### config.mk
export PLATFORM = sky130hd
export DESIGN_NAME = trial_division_factorizer_top_flat
export DESIGN_NICKNAME = d
export VERILOG_FILES = /design/src/hdl/tdf_pkg.sv /design/src/hdl/tdf_if.sv /design/src/hdl/tdf_divider.sv /design/src/hdl/tdf_datapath.sv /design/src/hdl/tdf_ctrl.sv /design/src/hdl/trial_division_factorizer_top.sv /design/src/flat_wrapper.sv
export SDC_FILE = /design/constraint.sdc
export NUM_CORES = 2
export LEC_CHECK = 0
export BUFFER_PORTS_ARGS = -buffer_cell sky130_fd_sc_hd__buf_2
export CAP_MARGIN = 10
export CORE_UTILIZATION = 46
export DETAILED_ROUTE_END_ITERATION = 7
export PLACE_DENSITY = 0.72
export SYNTH_ARGS = -nofsm -noshare
export SYNTH_HDL_FRONTEND = slang
export SYNTH_SLANG_ARGS = --single-unit
### constraint.sdc
create_clock -name clk -period 7.5 [get_ports clk]
set_clock_uncertainty 0.05 [all_clocks]
set_input_delay 0.75 -clock clk [delete_from_list [all_inputs] [get_ports clk]]
set_output_delay 0.75 -clock clk [all_outputs]
set_load 0.01 [all_outputs]
### src/hdl/tdf_pkg.sv
// Package for the trial division factorizer: widths, payload types and the
// command and status structs between controller and datapath. No dependencies.
`timescale 1ns / 1ps

package tdf_pkg;

  localparam int VALUE_WIDTH   = 31;
  localparam int MAX_RESULTS   = 31;
  localparam int CNT_WIDTH     = $clog2(MAX_RESULTS + 1);
  localparam int DIV_CNT_WIDTH = $clog2(VALUE_WIDTH + 1);

  typedef logic [VALUE_WIDTH-1:0]   value_t;
  typedef logic [2*VALUE_WIDTH-1:0] prod_t;
  typedef logic [CNT_WIDTH-1:0]     count_t;
  typedef logic [DIV_CNT_WIDTH-1:0] div_count_t;

  typedef struct packed {
    logic load;
    logic square;
    logic div_start;
    logic incr;
    logic emit_hit;
    logic emit_prime;
    logic last;
  } cmd_t;

  typedef struct packed {
    logic rem_gt1;
    logic sq_gt;
    logic rem_ge;
    logic div_done;
    logic div_zero;
    logic out_free;
  } status_t;

endpackage

### src/hdl/tdf_if.sv
// Stream interfaces of the factorizer: the request channel and the factor channel.
// Depends on tdf_pkg for the payload types.
`timescale 1ns / 1ps

interface tdf_in_if;
  logic           valid;
  logic           ready;
  tdf_pkg::value_t value;
  tdf_pkg::value_t start_divisor;
  modport source(output valid, output value, output start_divisor, input ready);
  modport sink(input valid, input value, input start_divisor, output ready);
endinterface

interface tdf_out_if;
  logic            valid;
  logic            ready;
  tdf_pkg::value_t factor;
  logic            last;
  modport source(output valid, output factor, output last, input ready);
  modport sink(input valid, input factor, input last, output ready);
endinterface

### src/hdl/tdf_divider.sv
// Iterative restoring divider, one quotient bit per cycle.
// Depends on tdf_pkg for widths.
`timescale 1ns / 1ps

module tdf_divider (
  input  logic            clk,
  input  logic            rst,
  input  logic            start,
  input  tdf_pkg::value_t dividend,
  input  tdf_pkg::value_t divisor,
  output logic            done,
  output tdf_pkg::value_t quotient,
  output logic            rem_zero
);

  tdf_pkg::value_t              rem;
  tdf_pkg::value_t              den;
  tdf_pkg::div_count_t          cnt;
  logic                         busy;
  logic [tdf_pkg::VALUE_WIDTH:0] shifted;
  logic [tdf_pkg::VALUE_WIDTH:0] diff;

  assign shifted  = {rem, quotient[tdf_pkg::VALUE_WIDTH-1]};
  assign diff     = shifted - {1'b0, den};
  assign rem_zero = (rem == '0);

  always_ff @(posedge clk) begin
    if (rst) begin
      busy <= 1'b0;
      done <= 1'b0;
    end else begin
      done <= 1'b0;
      if (start) begin
        busy <= 1'b1;
        cnt  <= tdf_pkg::div_count_t'(tdf_pkg::VALUE_WIDTH);
      end else if (busy) begin
        cnt <= cnt - tdf_pkg::div_count_t'(1);
        if (cnt == tdf_pkg::div_count_t'(1)) begin
          busy <= 1'b0;
          done <= 1'b1;
        end
      end
    end
  end

  always_ff @(posedge clk) begin
    if (start) begin
      rem      <= '0;
      quotient <= dividend;
      den      <= divisor;
    end else if (busy) begin
      if (!diff[tdf_pkg::VALUE_WIDTH]) begin
        rem      <= diff[tdf_pkg::VALUE_WIDTH-1:0];
        quotient <= {quotient[tdf_pkg::VALUE_WIDTH-2:0], 1'b1};
      end else begin
        rem      <= shifted[tdf_pkg::VALUE_WIDTH-1:0];
        quotient <= {quotient[tdf_pkg::VALUE_WIDTH-2:0], 1'b0};
      end
    end
  end

endmodule

### src/hdl/tdf_datapath.sv
// Datapath of the factorizer: remaining value, trial divisor, square register,
// divider and the output register. Depends on tdf_pkg, tdf_if and tdf_divider.
`timescale 1ns / 1ps

module tdf_datapath (
  input  logic              clk,
  input  logic              rst,
  input  tdf_pkg::value_t   value,
  input  tdf_pkg::value_t   start_divisor,
  input  tdf_pkg::cmd_t     cmd,
  output tdf_pkg::status_t  status,
  tdf_out_if.source         factors
);

  tdf_pkg::value_t remaining;
  tdf_pkg::value_t trial;
  tdf_pkg::prod_t  sq;
  tdf_pkg::value_t quotient;
  logic            div_done;
  logic            div_zero;

  tdf_divider u_divider (
    .clk      (clk),
    .rst      (rst),
    .start    (cmd.div_start),
    .dividend (remaining),
    .divisor  (trial),
    .done     (div_done),
    .quotient (quotient),
    .rem_zero (div_zero)
  );

  always_comb begin
    status.rem_gt1  = (remaining > tdf_pkg::value_t'(1));
    status.sq_gt    = (sq > tdf_pkg::prod_t'(remaining));
    status.rem_ge   = (remaining >= trial);
    status.div_done = div_done;
    status.div_zero = div_zero;
    status.out_free = !factors.valid || factors.ready;
  end

  always_ff @(posedge clk) begin
    if (cmd.load) begin
      remaining <= value;
      trial     <= (start_divisor < tdf_pkg::value_t'(2)) ?
                   tdf_pkg::value_t'(2) : start_divisor;
    end else if (cmd.incr) begin
      trial <= trial + tdf_pkg::value_t'(1);
    end else if (cmd.emit_hit) begin
      remaining <= quotient;
    end else if (cmd.emit_prime) begin
      trial     <= remaining;
      remaining <= tdf_pkg::value_t'(1);
    end
    if (cmd.square) begin
      sq <= tdf_pkg::prod_t'(trial) * tdf_pkg::prod_t'(trial);
    end
  end

  always_ff @(posedge clk) begin
    if (rst) begin
      factors.valid <= 1'b0;
    end else if (cmd.emit_hit || cmd.emit_prime) begin
      factors.valid <= 1'b1;
    end else if (factors.ready) begin
      factors.valid <= 1'b0;
    end
  end

  always_ff @(posedge clk) begin
    if (cmd.emit_hit) begin
      factors.factor <= trial;
      factors.last   <= cmd.last;
    end else if (cmd.emit_prime) begin
      factors.factor <= remaining;
      factors.last   <= 1'b1;
    end
  end

endmodule

### src/hdl/tdf_ctrl.sv
// Controller of the factorizer: sequences square, test, divide and emit steps
// and counts the factors of an item. Depends on tdf_pkg.
`timescale 1ns / 1ps

module tdf_ctrl (
  input  logic             clk,
  input  logic             rst,
  input  logic             in_valid,
  output logic             in_ready,
  input  tdf_pkg::status_t status,
  output tdf_pkg::cmd_t    cmd
);

  typedef enum logic [2:0] {IDLE, SQUARE, TEST, DIVIDE, HIT, PRIME} state_t;

  state_t          state;
  state_t          state_next;
  tdf_pkg::count_t count;
  logic            at_cap;

  assign at_cap = (count == tdf_pkg::count_t'(tdf_pkg::MAX_RESULTS));

  always_comb begin
    cmd        = '0;
    in_ready   = 1'b0;
    state_next = state;
    case (state)
      IDLE: begin
        in_ready = 1'b1;
        if (in_valid) begin
          cmd.load   = 1'b1;
          state_next = SQUARE;
        end
      end
      SQUARE: begin
        if (!status.rem_gt1 || at_cap) begin
          state_next = IDLE;
        end else begin
          cmd.square = 1'b1;
          state_next = TEST;
        end
      end
      TEST: begin
        if (status.sq_gt) begin
          state_next = status.rem_ge ? PRIME : IDLE;
        end else begin
          cmd.div_start = 1'b1;
          state_next    = DIVIDE;
        end
      end
      DIVIDE: begin
        if (status.div_done) begin
          if (status.div_zero) begin
            state_next = HIT;
          end else begin
            cmd.incr   = 1'b1;
            state_next = SQUARE;
          end
        end
      end
      HIT: begin
        if (status.out_free) begin
          cmd.emit_hit = 1'b1;
          cmd.last     = (count == tdf_pkg::count_t'(tdf_pkg::MAX_RESULTS - 1));
          state_next   = SQUARE;
        end
      end
      PRIME: begin
        if (status.out_free) begin
          cmd.emit_prime = 1'b1;
          state_next     = IDLE;
        end
      end
      default: begin
        state_next = IDLE;
      end
    endcase
  end

  always_ff @(posedge clk) begin
    if (rst) begin
      state <= IDLE;
      count <= '0;
    end else begin
      state <= state_next;
      if (cmd.load) begin
        count <= '0;
      end else if (cmd.emit_hit) begin
        count <= count + tdf_pkg::count_t'(1);
      end
    end
  end

endmodule

### src/hdl/trial_division_factorizer_top.sv
// Top level of the trial division factorizer.
// Depends on tdf_pkg, tdf_if, tdf_ctrl and tdf_datapath.
//
// Each request item carries a value and a start divisor (below 2 means 2); the
// block returns the factors found by trial division from the start divisor up
// (the prime factors when it is 2) in ascending order, one item each, the final
// one flagged last, at most 31 per request; a value of 0 or 1 gives none. One
// request is worked at a time. Each trial divisor passes a square, a compare
// and the one-bit-per-cycle restoring divider, a hit adds an emit step that
// waits for a free output register, and the search stops once the square of
// the divisor exceeds the remaining value. The final factor waits in the output
// register while the next request is taken.
`timescale 1ns / 1ps

module trial_division_factorizer_top (
  input logic clk,
  input logic rst,
  tdf_in_if.sink    request,
  tdf_out_if.source factors
);

  tdf_pkg::cmd_t    cmd;
  tdf_pkg::status_t status;

  tdf_ctrl u_ctrl (
    .clk      (clk),
    .rst      (rst),
    .in_valid (request.valid),
    .in_ready (request.ready),
    .status   (status),
    .cmd      (cmd)
  );

  tdf_datapath u_datapath (
    .clk           (clk),
    .rst           (rst),
    .value         (request.value),
    .start_divisor (request.start_divisor),
    .cmd           (cmd),
    .status        (status),
    .factors       (factors)
  );

endmodule

### src/flat_wrapper.sv
// flat-port wrapper written by rule: the top's interface ports become plain ports
module trial_division_factorizer_top_flat 
  (clk, rst, request_valid, request_value, request_start_divisor, request_ready, factors_valid, factors_factor, factors_last, factors_ready);
  tdf_in_if request_i ();
  tdf_out_if factors_i ();
  input logic clk;
  input logic rst;
  input wire logic [$bits(request_i.valid)-1:0] request_valid;
  input wire logic [$bits(request_i.value)-1:0] request_value;
  input wire logic [$bits(request_i.start_divisor)-1:0] request_start_divisor;
  output wire logic [$bits(request_i.ready)-1:0] request_ready;
  output wire logic [$bits(factors_i.valid)-1:0] factors_valid;
  output wire logic [$bits(factors_i.factor)-1:0] factors_factor;
  output wire logic [$bits(factors_i.last)-1:0] factors_last;
  input wire logic [$bits(factors_i.ready)-1:0] factors_ready;
  assign request_i.valid = request_valid;
  assign request_i.value = request_value;
  assign request_i.start_divisor = request_start_divisor;
  assign request_ready = request_i.ready;
  assign factors_valid = factors_i.valid;
  assign factors_factor = factors_i.factor;
  assign factors_last = factors_i.last;
  assign factors_i.ready = factors_ready;
  trial_division_factorizer_top u_core (.clk(clk), .rst(rst), .request(request_i), .factors(factors_i));
endmodule
==> impl_metrics.env <==
export IMPL_tightest_slew_ps=1139
export IMPL_critPathMaxFanout=4
export IMPL_fp_row_count=109
export IMPL_synth_warnings=0
export IMPL_die_x_um=301.0
export IMPL_drv_slew=0
export IMPL_ys_ff_latch=264
export IMPL_synth_top_area_frac=0.3656
export IMPL_yosys_top_cells_area="fa_1 37%, edfxtp_1 16%, ha_1 11%"
export IMPL_grt_pass1_wl_um=203700
export IMPL_dieArea_um2=90590
export IMPL_ys_types=86
export IMPL_hold_path_class="primary input to flop"
export IMPL_maxClockFrequency_mhz=127.4
export IMPL_syn2layout_area_growth_pct=23.26
export IMPL_die_height_um=301.0
export IMPL_arrival_ps=8160
export IMPL_synth_ff_type="edfxtp_1"
export IMPL_violations="DRC, setup timing"
export IMPL_cp_slowest_stage_delay_ps=570
export IMPL_cts_sinks=264
export IMPL_seq_area_frac_synth=0.1826
export IMPL_start_kind="flop"
export IMPL_drt_iter0_markers=3173
export IMPL_hold_violations=0
export IMPL_relSlewSlack=0.2391
export IMPL_grt_usage=0.2958
export IMPL_cts_made_buffers=28
export IMPL_final_nets=6080
export IMPL_core_area_um2=88510
export IMPL_final_common_cell="inv_1"
export IMPL_worstSetupPathType="flop to flop"
export IMPL_ioPinCount=100
export IMPL_clkTransAtPathRegs_ps=70
export IMPL_final_layout_size_suffix_gt1_frac=0.2447
export IMPL_postSynthCellCount=4269
export IMPL_vias_per_cell=5.502
export IMPL_remaining_drc_errors=36
export IMPL_holdWs_ps=372.7
export IMPL_route_vias_total=33460
export IMPL_regArea_um2=7508
export IMPL_cp_end_kind="flop"
export IMPL_synth_avg_cell_area_um2=9.632
export IMPL_slowest_stage="fa_2"
export IMPL_dpl_hpwl_um=105600
export IMPL_place_congestion=1.001
export IMPL_status="finished with violations"
export IMPL_antenna_left=0
export IMPL_overflow=0
export IMPL_syn_nets=5455
export IMPL_root_buffer="clkbuf_16"
export IMPL_fin_setup_tns_ps=-3897
export IMPL_cts_buffer_depth=3
export IMPL_synth_area_um2=41120
export IMPL_yosysTopAreaCell="fa_1"
export IMPL_final_cell_mix="960 x inv_1, 703 x fa_1, 556 x buf_4"
export IMPL_n_antenna_cell=0
export IMPL_post_drt_wl_per_cell_um=21.58
export IMPL_crit_family="adder cells"
export IMPL_htreeDepth=1
export IMPL_fin_cells=6081
export IMPL_wl_um=131200
export IMPL_synth_edf_count=222
export IMPL_first_pass_iters=8
export IMPL_tritoncts="built"
export IMPL_place_ws_ps=-560.7
export IMPL_dp_cells=5920
export IMPL_synthArstFlopShare=0
export IMPL_fin_crit_sh=1.046
export IMPL_antenna_found_initial=3
export IMPL_grt_pass1_vias=35408
export IMPL_rsz0062_at_grt="true"
export IMPL_finalSetupViolations=20
export IMPL_max_cap_violations=0
export IMPL_fillers=7259
export IMPL_multiInputGateArea_um2=30600
export IMPL_grt_max_degree=82
export IMPL_start_util=0.4646
export IMPL_setup_slack_ps=-348.7
export IMPL_period_needed_ps=7849
export IMPL_worst_ep_required_time_ps=7810
export IMPL_placement_io_buffers=99
export IMPL_path_buf_inv=7
export IMPL_clk_latency_ps=620
[registers in the layout (all words and copies together), names as in the netlist, 5 cells and up]
name                                  count
u_core.u_datapath.remaining              31
u_core.u_ctrl.count                       5
u_core.u_datapath.factors.factor         31
u_core.u_datapath.u_divider.cnt           5
u_core.u_datapath.sq                     61
u_core.u_datapath.u_divider.den          31
u_core.u_datapath.u_divider.rem          31
u_core.u_datapath.u_divider.quotient     31
u_core.u_datapath.trial                  31
[layout make-up]
class                           count  area share
Tap cell                         1165     0.02876
Clock inverter                     24    0.006147
Multi-Input combinational cell   2809      0.6037
Clock buffer                       28     0.01382
Timing Repair inverter              2   0.0002962
Inverter                         1028     0.07700
Timing Repair Buffer              761      0.1221
Sequential cell                   264      0.1481
[synthesized netlist by cell type, drive strengths merged (44+ instances only)]
cell / number
fa: 751
xor2: 44
inv: 1020
a21o: 81
edfxtp: 222
o21ai: 102
nor2: 344
ha: 369
nand4: 46
clkbuf: 126
xnor2: 93
a21oi: 137
nand2: 411
[repair_timing]
| item | 4_1_cts | 5_1_grt |
|---|---|---|
| setup buffers | 67 | 54 |
| pin swaps | 126 | 166 |
| cloned | 3 | 1 |
| hold buffers | 0 | 0 |
| resized for setup | 262 | 218 |
| endpoints found under the setup margin | 26 | 32 |
[worst paths after layout]
check | startpoint | endpoint | slack, ps | cells after the start
setup / recovery | u_core.u_datapath.trial[7] | u_core.u_datapath.sq[43] | -350 | 28
hold / removal | request_value[28] | u_core.u_datapath.remaining[28] | 370 | 2
setup reg to reg | u_core.u_datapath.trial[7] | u_core.u_datapath.sq[43] | -350 | 28
hold reg to reg | u_core.u_datapath.u_divider.rem[27] | u_core.u_datapath.u_divider.rem[28] | 470 | 2
[cells by family (layout without fill, tap and decap cells)]
| logic type | Yosys count | after routing | share of synthesized area |
|---|---|---|---|
| buffers and inverters | 1196 | 1843 | 0.1096 |
| adder cells (fa/ha/maj) | 1120 | 1120 | 0.4779 |
| AND/OR/NAND/NOR | 981 | 981 | 0.1039 |
| AO/OA/AOI/OAI | 534 | 534 | 0.08684 |
| flip-flops | 264 | 264 | 0.1826 |
| XOR/XNOR | 137 | 137 | 0.02918 |
| multiplexers | 37 | 37 | 0.01001 |
[metal layers]
layer,part of all wire,GRT usage,up-vias
met4,0.055,0.1257,6
met1,0.38,0.3853,16612
met3,0.10,0.06400,425
li1,-,-,14681
met2,0.46,0.4767,1736
met5,0.00029,0,-
[stage by stage]
stage,cell area (um^2),util
after floorplan,41360,-
after global placement,46980,0.5308
after detailed placement,46980,0.5308
after CTS,49520,0.5595
after global routing,50680,0.5726
final,50680,0.5726
Power is not shown: default switching activity piles up to over one toggle a cycle in this logic, so the estimate is an artifact.
